## config.mk

```make
export PLATFORM = sky130hd
export DESIGN_NAME = three_axis_fir_q8_filter
export DESIGN_NICKNAME = d
export VERILOG_FILES = /design/src/hw/rtl/tafq_pkg.sv /design/src/hw/rtl/tafq_mac.sv /design/src/hw/rtl/three_axis_fir_q8_filter.sv
export SDC_FILE = /design/constraint.sdc
export NUM_CORES = 2
export LEC_CHECK = 0
export BUFFER_PORTS_ARGS = -buffer_cell sky130_fd_sc_hd__buf_2
export CAP_MARGIN = 5
export CORE_ASPECT_RATIO = 0.6
export CORE_MARGIN = 8
export CORE_UTILIZATION = 30
export DETAILED_ROUTE_END_ITERATION = 10
export PLACE_DENSITY = 0.46
export RECOVER_POWER = 50
export SLEW_MARGIN = 20
export SYNTH_ARGS = -nofsm -noshare
export SYNTH_HDL_FRONTEND = slang
export SYNTH_SLANG_ARGS = --single-unit
```

## constraint.sdc

```tcl
create_clock -name clk_i -period 9.8 [get_ports clk_i]
set_clock_uncertainty 0.15 [all_clocks]
set_input_delay 0.98 -clock clk_i [delete_from_list [all_inputs] [get_ports clk_i]]
set_output_delay 0.98 -clock clk_i [all_outputs]
set_load 0.05 [all_outputs]
```

## src/hw/rtl/tafq_pkg.sv

```systemverilog
package tafq_pkg;

  // Filter geometry
  localparam int TAPS        = 16;
  localparam int SAMPLE_BITS = 16;
  localparam int AXES        = 3;

  // Coefficient ROM
  localparam int ROM_TAPS    = 16;
  localparam int ROM_SETS    = 10;
  localparam int DEFAULT_SET = 4;
  localparam int COEF_W      = 9;
  localparam int COEF_FRAC   = 8;
  localparam int SET_W       = 4;
  localparam int ROM_TAP_W   = $clog2(ROM_TAPS);

  // Derived widths
  localparam int TAP_W     = (TAPS > 1) ? $clog2(TAPS) : 1;
  localparam int AXIS_W    = $clog2(AXES);
  localparam int OUT_W     = 17;
  localparam int PROD_W    = SAMPLE_BITS + COEF_W;
  localparam int SHIFT_W   = PROD_W - COEF_FRAC;
  localparam int ACC_SUM_W = SHIFT_W + TAP_W + 1;
  localparam int ACC_W     = (ACC_SUM_W > OUT_W + 1) ? ACC_SUM_W : OUT_W + 1;
  localparam int S_DATA_W  = ((AXES * SAMPLE_BITS + 7) / 8) * 8;
  localparam int M_DATA_W  = ((AXES * OUT_W + 7) / 8) * 8;

  // Output saturation bounds
  localparam logic signed [ACC_W-1:0] OUT_MAX = ACC_W'((2 ** (OUT_W - 1)) - 1);
  localparam logic signed [ACC_W-1:0] OUT_MIN = ACC_W'(-(2 ** (OUT_W - 1)));

  typedef logic signed [SAMPLE_BITS-1:0] sample_t;
  typedef logic signed [COEF_W-1:0]      coef_t;
  typedef logic signed [OUT_W-1:0]       out_t;

  // Issue-side control for the shared multiply-accumulate unit
  typedef struct packed {
    logic              vld;
    logic              first;
    logic              last;
    logic [AXIS_W-1:0] axis;
  } mac_ctrl_t;

  // Completion status from the multiply-accumulate unit
  typedef struct packed {
    logic              vld;
    logic [AXIS_W-1:0] axis;
  } mac_stat_t;

  // Q8 coefficient sets: low-pass first, then progressively wider bands
  localparam coef_t COEF_ROM [ROM_SETS][ROM_TAPS] = '{
    '{ 9'sd3,  9'sd5,  9'sd9,  9'sd13, 9'sd18, 9'sd22, 9'sd25, 9'sd27,
       9'sd27, 9'sd25, 9'sd22, 9'sd18, 9'sd13, 9'sd9,  9'sd5,  9'sd3 },
    '{ -9'sd2, -9'sd4, -9'sd3, 9'sd1,  9'sd11, 9'sd25, 9'sd39, 9'sd48,
       9'sd48, 9'sd40, 9'sd27, 9'sd13, 9'sd2,  -9'sd3, -9'sd4, -9'sd3 },
    '{ 9'sd1,  9'sd0,  -9'sd4, -9'sd10, -9'sd6, 9'sd12, 9'sd41, 9'sd64,
       9'sd66, 9'sd46, 9'sd16, -9'sd4, -9'sd10, -9'sd5, 9'sd0,  9'sd1 },
    '{ 9'sd3,  9'sd6,  9'sd1,  -9'sd10, -9'sd14, 9'sd5, 9'sd47, 9'sd83,
       9'sd84, 9'sd50, 9'sd7,  -9'sd14, -9'sd11, 9'sd0, 9'sd6,  9'sd4 },
    '{ -9'sd3, -9'sd1, 9'sd7,  9'sd7,  -9'sd12, -9'sd16, 9'sd32, 9'sd97,
       9'sd101, 9'sd40, -9'sd13, -9'sd14, 9'sd5, 9'sd8, 9'sd0,  -9'sd3 },
    '{ 9'sd0,  -9'sd5, -9'sd4, 9'sd10, 9'sd1,  -9'sd25, 9'sd15, 9'sd109,
       9'sd116, 9'sd25, -9'sd25, -9'sd1, 9'sd11, -9'sd3, -9'sd6, 9'sd0 },
    '{ 9'sd5,  9'sd1,  -9'sd8, 9'sd6,  9'sd10, -9'sd26, 9'sd6,  9'sd124,
       9'sd129, 9'sd12, -9'sd28, 9'sd9, 9'sd7, -9'sd8, 9'sd1,  9'sd5 },
    '{ -9'sd4, 9'sd1,  9'sd4,  -9'sd11, 9'sd14, -9'sd6, -9'sd22, 9'sd125,
       9'sd141, -9'sd12, -9'sd13, 9'sd16, -9'sd10, 9'sd2, 9'sd2, -9'sd4 },
    '{ -9'sd7, 9'sd2,  9'sd3,  -9'sd12, 9'sd18, -9'sd12, -9'sd19, 9'sd149,
       9'sd149, -9'sd19, -9'sd12, 9'sd18, -9'sd12, 9'sd3, 9'sd2, -9'sd7 },
    '{ 9'sd0,  -9'sd8, 9'sd9,  -9'sd10, 9'sd5, 9'sd7, -9'sd36, 9'sd156,
       9'sd156, -9'sd36, 9'sd7, 9'sd5, -9'sd10, 9'sd9, -9'sd8, 9'sd0 }
  };

  // Look up one coefficient; unknown sets fall back to the default set,
  // taps past the end of the ROM weigh zero
  function automatic coef_t coef_lookup(logic [SET_W-1:0] set_sel, logic [TAP_W-1:0] tap);
    logic [SET_W-1:0] set_idx;
    coef_t            coef;
    set_idx = (set_sel < SET_W'(ROM_SETS)) ? set_sel : SET_W'(DEFAULT_SET);
    if (int'(tap) < ROM_TAPS) begin
      coef = COEF_ROM[set_idx][ROM_TAP_W'(tap)];
    end else begin
      coef = '0;
    end
    return coef;
  endfunction

endpackage

```

## src/hw/rtl/tafq_mac.sv

```systemverilog
module tafq_mac (
  input  logic                  clk_i,
  input  logic                  rst_ni,
  input  tafq_pkg::mac_ctrl_t   ctrl_i,
  input  tafq_pkg::sample_t     sample_i,
  input  tafq_pkg::coef_t       coef_i,
  output tafq_pkg::mac_stat_t   stat_o,
  output tafq_pkg::out_t        sum_o
);
  import tafq_pkg::*;

  logic signed [PROD_W-1:0]  prod_d;
  logic signed [PROD_W-1:0]  prod_q;
  mac_ctrl_t                 ctrl_q;
  logic signed [SHIFT_W-1:0] shifted;
  logic signed [ACC_W-1:0]   term;
  logic signed [ACC_W-1:0]   acc_d;
  logic signed [ACC_W-1:0]   acc_q;
  out_t                      sat_d;
  out_t                      sum_q;
  mac_stat_t                 stat_q;

  // Multiply one sample by one coefficient
  assign prod_d = sample_i * coef_i;

  // Floor the product by dropping the fraction bits, then accumulate
  assign shifted = prod_q[PROD_W-1:COEF_FRAC];
  assign term    = ACC_W'(shifted);
  assign acc_d   = ctrl_q.first ? term : acc_q + term;

  // Clamp the finished sum to the output range
  always_comb begin
    if (acc_d > OUT_MAX) begin
      sat_d = OUT_MAX[OUT_W-1:0];
    end else if (acc_d < OUT_MIN) begin
      sat_d = OUT_MIN[OUT_W-1:0];
    end else begin
      sat_d = acc_d[OUT_W-1:0];
    end
  end

  // Product register, then accumulator and result register
  always_ff @(posedge clk_i or negedge rst_ni) begin
    if (!rst_ni) begin
      ctrl_q <= '0;
      stat_q <= '0;
    end else begin
      ctrl_q     <= ctrl_i;
      stat_q.vld <= ctrl_q.vld && ctrl_q.last;
      stat_q.axis <= ctrl_q.axis;
    end
  end

  always_ff @(posedge clk_i) begin
    prod_q <= prod_d;
    if (ctrl_q.vld) begin
      acc_q <= acc_d;
    end
    if (ctrl_q.vld && ctrl_q.last) begin
      sum_q <= sat_d;
    end
  end

  assign stat_o = stat_q;
  assign sum_o  = sum_q;

  // A finished sum always follows, in the next cycle, the last tap of an axis
  assert property (@(posedge clk_i) disable iff (!rst_ni)
    stat_q.vld |-> $past(ctrl_q.vld && ctrl_q.last))
    else $error("mac: sum completed without a last tap");

endmodule

```

## src/hw/rtl/three_axis_fir_q8_filter.sv

```systemverilog
// Channel  | Direction | Handshake                    | Content
// s_axis   | in        | s_axis_tvalid/tready         | one three-axis reading
// m_axis   | out       | m_axis_tvalid/tready         | one three-axis filtered result
// cfg      | in        | cfg_valid/cfg_ready          | coefficient set index
//
// From acceptance to a result in the output register, a reading passes
// through the single shared multiplier once per tap of each axis (3 axes x
// 16 taps), then the last sum is finished, captured and loaded into the
// output; the sequencer then returns to idle and takes the next reading.
// s_axis_tready is high only while the sequencer is idle. A result held by a
// stalled m_axis side does not block acceptance; the next result waits in the
// sequencer until the output register is free. Reset clears the delay lines,
// the set index (first low-pass set) and all handshake state.
module three_axis_fir_q8_filter (
  input  logic                          clk_i,
  input  logic                          rst_ni,
  input  logic                          s_axis_tvalid_i,
  output logic                          s_axis_tready_o,
  // sample_x [15:0], sample_y [31:16], sample_z [47:32]
  input  logic [tafq_pkg::S_DATA_W-1:0] s_axis_tdata_i,
  output logic                          m_axis_tvalid_o,
  input  logic                          m_axis_tready_i,
  // filt_x [16:0], filt_y [33:17], filt_z [50:34], zero [55:51]
  output logic [tafq_pkg::M_DATA_W-1:0] m_axis_tdata_o,
  input  logic                          cfg_valid_i,
  output logic                          cfg_ready_o,
  input  logic [tafq_pkg::SET_W-1:0]    cfg_data_i
);
  import tafq_pkg::*;

  typedef enum logic [1:0] {
    ST_IDLE,
    ST_RUN,
    ST_DRAIN,
    ST_OUT
  } state_e;

  state_e               state_q;
  logic [TAP_W-1:0]     tap_q;
  logic [AXIS_W-1:0]    axis_q;
  logic [SET_W-1:0]     set_q;
  sample_t              lines_q [AXES][TAPS];
  out_t                 res_q   [AXES];
  logic                 m_valid_q;
  logic [M_DATA_W-1:0]  m_data_q;
  logic [M_DATA_W-1:0]  m_data_d;
  logic                 in_req;
  logic                 out_load;
  logic                 tap_last;
  logic                 axis_last;
  mac_ctrl_t            mac_ctrl;
  sample_t              mac_sample;
  coef_t                mac_coef;
  mac_stat_t            mac_stat;
  out_t                 mac_sum;

  assign s_axis_tready_o = (state_q == ST_IDLE);
  assign cfg_ready_o     = 1'b1;
  assign in_req          = s_axis_tvalid_i && s_axis_tready_o;
  assign out_load        = (state_q == ST_OUT) && (!m_valid_q || m_axis_tready_i);
  assign tap_last        = (tap_q == TAP_W'(TAPS - 1));
  assign axis_last       = (axis_q == AXIS_W'(AXES - 1));

  // Issue one tap of the current axis; its sample sits at the head of the line
  assign mac_ctrl.vld   = (state_q == ST_RUN);
  assign mac_ctrl.first = (tap_q == '0);
  assign mac_ctrl.last  = tap_last;
  assign mac_ctrl.axis  = axis_q;
  assign mac_sample     = lines_q[axis_q][0];
  assign mac_coef       = coef_lookup(set_q, tap_q);

  tafq_mac u_mac (
    .clk_i    (clk_i),
    .rst_ni   (rst_ni),
    .ctrl_i   (mac_ctrl),
    .sample_i (mac_sample),
    .coef_i   (mac_coef),
    .stat_o   (mac_stat),
    .sum_o    (mac_sum)
  );

  // Shift new samples in on a request; rotate the active line while filtering
  always_ff @(posedge clk_i or negedge rst_ni) begin
    if (!rst_ni) begin
      for (int a = 0; a < AXES; a++) begin
        for (int j = 0; j < TAPS; j++) begin
          lines_q[a][j] <= '0;
        end
      end
    end else if (in_req) begin
      for (int a = 0; a < AXES; a++) begin
        lines_q[a][0] <= s_axis_tdata_i[a*SAMPLE_BITS +: SAMPLE_BITS];
        for (int j = 1; j < TAPS; j++) begin
          lines_q[a][j] <= lines_q[a][j-1];
        end
      end
    end else if (state_q == ST_RUN) begin
      for (int a = 0; a < AXES; a++) begin
        if (AXIS_W'(a) == axis_q) begin
          for (int j = 0; j < TAPS - 1; j++) begin
            lines_q[a][j] <= lines_q[a][j+1];
          end
          lines_q[a][TAPS-1] <= lines_q[a][0];
        end
      end
    end
  end

  // Pack the three axis results for the output register
  always_comb begin
    m_data_d = '0;
    for (int a = 0; a < AXES; a++) begin
      m_data_d[a*OUT_W +: OUT_W] = res_q[a];
    end
  end

  // Sequencer, configuration register and output register
  always_ff @(posedge clk_i or negedge rst_ni) begin
    if (!rst_ni) begin
      state_q   <= ST_IDLE;
      tap_q     <= '0;
      axis_q    <= '0;
      set_q     <= '0;
      m_valid_q <= 1'b0;
    end else begin
      if (cfg_valid_i) begin
        set_q <= cfg_data_i;
      end
      // Present a new result, or drop the one just taken
      if (out_load) begin
        m_valid_q <= 1'b1;
      end else if (m_valid_q && m_axis_tready_i) begin
        m_valid_q <= 1'b0;
      end
      case (state_q)
        ST_IDLE: begin
          if (in_req) begin
            tap_q   <= '0;
            axis_q  <= '0;
            state_q <= ST_RUN;
          end
        end
        ST_RUN: begin
          if (tap_last) begin
            tap_q <= '0;
            if (axis_last) begin
              axis_q  <= '0;
              state_q <= ST_DRAIN;
            end else begin
              axis_q <= axis_q + 1'b1;
            end
          end else begin
            tap_q <= tap_q + 1'b1;
          end
        end
        ST_DRAIN: begin
          if (mac_stat.vld && (mac_stat.axis == AXIS_W'(AXES - 1))) begin
            state_q <= ST_OUT;
          end
        end
        ST_OUT: begin
          if (out_load) begin
            state_q <= ST_IDLE;
          end
        end
        default: begin
          state_q <= ST_IDLE;
        end
      endcase
    end
  end

  // Capture finished axis sums and load the output payload
  always_ff @(posedge clk_i) begin
    if (mac_stat.vld) begin
      res_q[mac_stat.axis] <= mac_sum;
    end
    if (out_load) begin
      m_data_q <= m_data_d;
    end
  end

  assign m_axis_tvalid_o = m_valid_q;
  assign m_axis_tdata_o  = m_data_q;

  // Sums come back only while an item is being filtered
  assert property (@(posedge clk_i) disable iff (!rst_ni)
    mac_stat.vld |-> (state_q == ST_RUN || state_q == ST_DRAIN))
    else $error("filter: sum returned outside filtering");

  // A new result is presented only after the sequencer delivered one
  assert property (@(posedge clk_i) disable iff (!rst_ni)
    $rose(m_axis_tvalid_o) |-> $past(state_q == ST_OUT))
    else $error("filter: result presented without a finished item");

  // The tap counter wraps only when an axis is complete
  assert property (@(posedge clk_i) disable iff (!rst_ni)
    (state_q == ST_RUN && !tap_last) |=> (tap_q != '0))
    else $error("filter: tap counter wrapped early");

  // The last axis finishing ends the run
  assert property (@(posedge clk_i) disable iff (!rst_ni)
    (state_q == ST_RUN && tap_last && axis_last) |=> (state_q == ST_DRAIN))
    else $error("filter: run did not end after the last tap");

endmodule

```

Word level (Yosys, flattened, before mapping)
Memories as Yosys holds them, arrays and structs flattened. A register that Yosys moved wholly into a read port is not among the register bits. Index checks and enable logic that the tools add are counted.

Divide/modulo/power cells: 0. Order comparisons: 6. Muxes and demuxes: 33. Equal/unequal tests: 13. $mul: 1. Bitwise operators: 3. Reductions and logical operators: 22. Shift operators: 0. Add/sub/neg operators: 3.

Operators by type and width (number): $mux 768 (2); $mux 256 (5); $bmux 256 s2 (1); $mux 144 (2); $bmux 9 s4 (1); $mul 16x9->25 (1); $add 22x17->22 (1); $gt 22x17->1 const B (1); $lt 22x17->1 const B (1); $mux 22 (1); $mux 9 (2); $mux 17 (1); $mux 2 (8); $mux 4 (3); $reduce_bool 2->1 (6); $ge 5x5->1 const B (2); $not 4->5 (2); $eq 2x2->1 const B (4); $ne 2x2->1 const B (4); $pmux 2 s4 (1); $pmux 4 s2 (1); $reduce_and 2->1 (4); $logic_and 1x1->1 (5); $reduce_and 5->1 (1); other kinds (17) (21).

Input port bits: 57. Latch bits: 0. Memory bits (read-only): 2304. Logic and storage cells: 145. Memories: 2. RAM bits: 51. Register bits: 853.

Memories: (no name shown) (depth 16, bits a word 144, rd ports 1, clocked after memory_dff 0, wr ports 0, RTL line tafq_pkg.sv:81) `coef = COEF_ROM[set_idx][ROM_TAP_W'(tap)];`; res_q (depth 3, bits a word 17, rd ports 3, clocked after memory_dff 3, wr ports 1, RTL line three_axis_fir_q8_filter.sv:43) `out_t res_q [AXES];`.

Depth between registers and ports, before layout
Word-level depth: 10. Gate-level depth with buffers: 35. Gate-level depth less buffers: 32.

Modules after synthesis
From an unflattened synthesis, not the netlist that was laid out.

Cells, all modules: 5364. Area, all modules: 48945.7 um2.

By module, submodules not included: three_axis_fir_q8_filter (cells each 4467, times used 1, area an instance 40486.3 um2); tafq_mac (cells each 897, times used 1, area an instance 8459.4 um2).

Least setup slack after synthesis
OpenSTA, ideal clock, no wires.

Path type: reg2reg. Start: register set_q[3]. End: register u_mac.prod_q[23]. Slack: 2142 ps. Required time: 9578 ps. Stages on the path, launching flop included: 34. Library setup time: 72 ps. Arrival: 7436 ps. Path through: dfrtp_1 buf_4 buf_2 buf_2 a21oi_1 ha_1 buf_4 clkbuf_1 nand2_1 o21ai_0 a211o_1 a311oi_1 a21o_1 a211oi_1 a31oi_1 clkbuf_1 nor2_1 fa_1 fa_1 fa_1 fa_1 inv_1 fa_1 inv_1 ha_1 and3_1 nand3_1 nor2_1 nand3_1 nor3_1 and4bb_1 o2111ai_1 nand3b_1 xor2_1.

Word-level cells in the longest chain between the ends: 10.

Ends and longest elaborated chain: start, declared (RTL line three_axis_fir_q8_filter.sv:41) `logic [SET_W-1:0] set_q;`; start signal, assigned (RTL line three_axis_fir_q8_filter.sv:127) `set_q <= cfg_data_i;`; $lt 4x4->1 (RTL line tafq_pkg.sv:79) `set_idx = (set_sel < SET_W'(ROM_SETS)) ? set_sel : SET_W'(DEFAULT_SET);`; $mux 4 (*) (RTL line tafq_pkg.sv:79); $not 4->5 (not written as such) (*) (RTL line tafq_pkg.sv:81); $mem_v2 16x144 (*); $mux 144 (not written as such) (*) (2 in a row) (RTL line tafq_pkg.sv:81); $bmux 9 s4 (*) (RTL line tafq_pkg.sv:81); $mux 9 (not written as such) (*) (2 in a row) (RTL line tafq_pkg.sv:81); $mul 16x9->25 (*) (RTL line tafq_mac.sv:24) `assign prod_d = sample_i * coef_i;`; net u_mac.prod_d[23] (RTL line tafq_mac.sv:12) `logic signed [PROD_W-1:0] prod_d;`; end signal, assigned (RTL line tafq_mac.sv:55) `prod_q <= prod_d;`; end, declared (RTL line tafq_mac.sv:13) `logic signed [PROD_W-1:0] prod_q;`.

Mark *: on every way through the listed nets, which the timed path passes. The rest lies on a longest branch. The select of a mux whose other input is x is not followed. A chain may end at the register's enable or synchronous reset.

Worst setup path after layout
Start: register set_q[2]. End: register u_mac.prod_q[23].

The elaborated chain is that of the path after synthesis.

==> reports/results.ini <==
[sta]
timing.final.crit_share=0.9215
max_freq_mhz=110.7
setup_viol=0
grt_setup_unrepaired=no
max-slew-margin-rel=-1.967
hold_viol_final=0
tightestPinTransition_ns=4.450
finalMaxSlewViolations=850
timing.final.crit_period_ns=9.031
setup_tns_ns=0

[pwr]
seqPwrFrac=0.482
power.switching_mw=2.135
irDropWorstVdd_mv=0.1206
powerDensity_nw_per_um2=156.7
switching_share=0.2518
p_int_mw=6.344
p_clk_frac=0.442
p_leak_nw=27.00
power_mw=8.478
p_comb_frac=0.076

[cts]
cts.clk_slew.worst_paths_ns=0.06
ctsHoldBuffers=1
cts_num_sinks=947
cts_setup_buffers=0
cts_resized=0
cts_tree=done
cts_root_buffer=clkbuf_16
clk_latency_ns=0.73
clockBufferDepth=3
h-tree-depth=3
cts_made_buffers=98

[global_routing]
grt_usage=0.1275
grt_max_degree=289
grt_first_pass_wirelength_um=183100
grt_pass1_vias=30940
grt_overflow=0
antenna_found_initial=3

[setup_path]
slowest_delay_ns=1.04
crit_fanout=30
worstSetupStartpointType=flip-flop
worstPathRequired_ns=10.29
crit_path_top_delay_cell=clkbuf_1
ff2ff_setup_slack_ns=0.77
r2r_start=set_q[2]
cp-startpoint=set_q[2]
cp-end-kind=flip-flop
arrival_ns=9.52
crit_type=flip-flop to flip-flop

[worst_hold_path]
worstHoldStart=u_mac.ctrl_q[1]
hold_class=flip-flop to flip-flop

[floorplan]
coreArea_um2=160800
start_util=0.3013
io_pins=116
dieWidth_um=534.8
die_area_um2=175000
rows=114
dieHeight_um=327.3

[synthesis]
synth_top_family_by_area=multiplexers
ys_seq_area_frac=0.5020
synth.avg_cell_area_um2=10.36
ys_async_sr_fraction=0.8332
synth-edff-count=141
synth_xor_area_frac=0.006871
synth_compound_area_frac=0.1204
synthAdderAreaFrac=0.07103
yosys_warnings=0
synth_seq_cells=947
muxShareOfSynthArea=0.1652
synthFlopType=dfrtp_1
synth_cell_types=84
synthCells=4677
yosys.area_share.simple=0.09766
syn_area_um2=48440

[drt]
wl_per_cell_um=16.50
vias=31910
ant_nets=0
drcViolationCount=0
drt-total-wl_um=113000
drt-initial-drc-count=2520
dr.pass1.iters=5
vias_per_cell=4.657

[flow_run]
maxCapViolCount=9

[finish]
nets=4886
fill_cells=16130
design_area_um2=54100
syn2layout_area_growth_pct=11.68
num_antenna_cells=0
drive_gt1_frac=0.05824

[place]
place_area_um2=51090
hpwl_um=73950
portBuffers=109
gp_congestion=0.8739

[status]
status=finished, violations left
violations=capacitance limit, slew limit

[critical path, delay by kind of cell, from the launching register on]
family	cells	cell delay, ns
compound gates	7	2.07
xor+xnor	1	0.15
fa+ha+maj	6	2.64
buf+inv	7	2.15
flops	1	0.34
simple gates	8	1.42
[placed cells by master (no fill, tap or decap), drive strengths merged, types with 6 or more instances in the layout]
cell,synthesis,layout
a21o,28,28
o211ai,9,9
fa,120,120
a211oi,15,15
nor3b,9,9
a21oi,93,93
nand2b,29,29
nor2b,10,10
o21a,6,6
and2,8,8
clkbuf,283,220
nand3,18,18
a31oi,20,20
or3,8,8
o21ai,830,830
a311oi,11,11
nor2,139,139
conb,2,6
o221ai,6,6
edfxtp,141,141
and3b,6,6
dfrtp,789,789
o21bai,7,7
or2,8,8
inv,136,139
xnor2,27,27
clkinvlp,0,6
ha,83,83
clkinv,1,21
nand4,7,7
buf,39,94
nand2,870,870
mux2i,795,795
xor2,11,11
dfxtp,17,17
nor3,18,18
[flip-flops by register name, indices dropped and copies added, names as in the netlist, 3 cells and up]
signal / count
m_axis_tdata_o: 51
u_mac.stat_o: 3
u_mac.ctrl_q: 5
u_mac.sum_o: 17
tap_q: 4
u_mac.prod_q: 17
lines_q: 768
set_q: 4
u_mac.acc_q: 22
res_q: 51
[routing by layer]
layer	track usage	up-vias	part of all wire
li1	-	16090	-
met1	0.2038	15140	0.54
met2	0.1706	528	0.39
met3	0.03047	157	0.049
met4	0.02660	0	0.019
met5	0	-	0
[path summary, 6_finish.rpt]
check                           cells after the start          endpoint
worst max-delay path                               29  u_mac.prod_q[23]
worst min-delay path                                0   u_mac.stat_o[1]
worst max register to register                     29  u_mac.prod_q[23]
worst min register to register                      0   u_mac.stat_o[1]
max in group asynchronous                           3      lines_q[131]
min in group asynchronous                           2   m_axis_tvalid_o
[Yosys cell counts, types with 7 or more instances]
cell type / n / area share
nand2b_1: 29 / 0.0037
ha_1: 83 / 0.021
buf_2: 20 / 0.0021
nor3_1: 18 / 0.0019
nand3_1: 18 / 0.0019
o21ai_0: 826 / 0.085
xor2_1: 11 / 0.0020
nor2_1: 138 / 0.011
clkbuf_1: 283 / 0.022
fa_1: 120 / 0.050
mux2i_1: 795 / 0.16
buf_4: 8 / 0.0012
o211ai_1: 9 / 0.0014
a21oi_1: 93 / 0.0096
nor3b_1: 8 / 0.0012
nand2_1: 870 / 0.067
a21o_1: 28 / 0.0043
inv_1: 135 / 0.010
buf_1: 11 / 0.00085
and2_1: 7 / 0.00090
nand4_1: 7 / 0.00090
a31oi_1: 20 / 0.0026
o21bai_1: 7 / 0.0011
dfrtp_1: 789 / 0.41
a311oi_1: 11 / 0.0020
xnor2_1: 27 / 0.0049
a211oi_1: 15 / 0.0023
dfxtp_1: 17 / 0.0070
nor2b_1: 10 / 0.0013
or3_1: 8 / 0.0010
edfxtp_1: 141 / 0.087
[per-stage QoR]
step / hold slack, ns / setup slack [ns] / utilization / cells
after floorplan: 0.1812 / 2.142 / - / 4681
after global placement: 0.1844 / 1.163 / 0.3177 / 6669
after detailed placement: 0.1847 / 1.143 / 0.3178 / 6670
after CTS: 0.1994 / 1.079 / 0.3378 / 6850
after global routing: 0.2165 / 0.2035 / 0.3365 / 6851
final: 0.1987 / 0.7693 / 0.3365 / 6851
[cell families (layout without fill, tap and decap cells)]
| kind of cell | after synthesis | in the layout |
|---|---|---|
| fa+ha+maj | 203 | 203 |
| buf+inv | 459 | 483 |
| simple gates | 1153 | 1153 |
| mux | 799 | 799 |
| other cells | 2 | 6 |
| flops | 947 | 947 |
| compound gates | 1076 | 1076 |
| xor+xnor | 38 | 38 |
[power groups by stage]
stage / clock [mW] / sequential [mW] / combinational [mW]
floorplan: 0 / 4.15 / 0.416
global route: 4.06 / 4.09 / 0.721
finish: 3.75 / 4.09 / 0.641
detailed placement: 0 / 4.16 / 0.645
CTS: 3.92 / 4.09 / 0.649
global placement: 0 / 4.16 / 0.643
[layout make-up]
cell class / count / area (um2) / share of cell area
clock buffers: 148 / 2830 / 0.05232
clock inverters: 31 / 367.9 / 0.006800
inverters: 137 / 514.2 / 0.009506
multi-input cells: 3275 / 22400 / 0.4141
flip-flops and latches: 947 / 24320 / 0.4495
well taps: 2146 / 2685 / 0.04963
repair buffers: 167 / 978.4 / 0.01809
(Power assumes the default switching activity.)
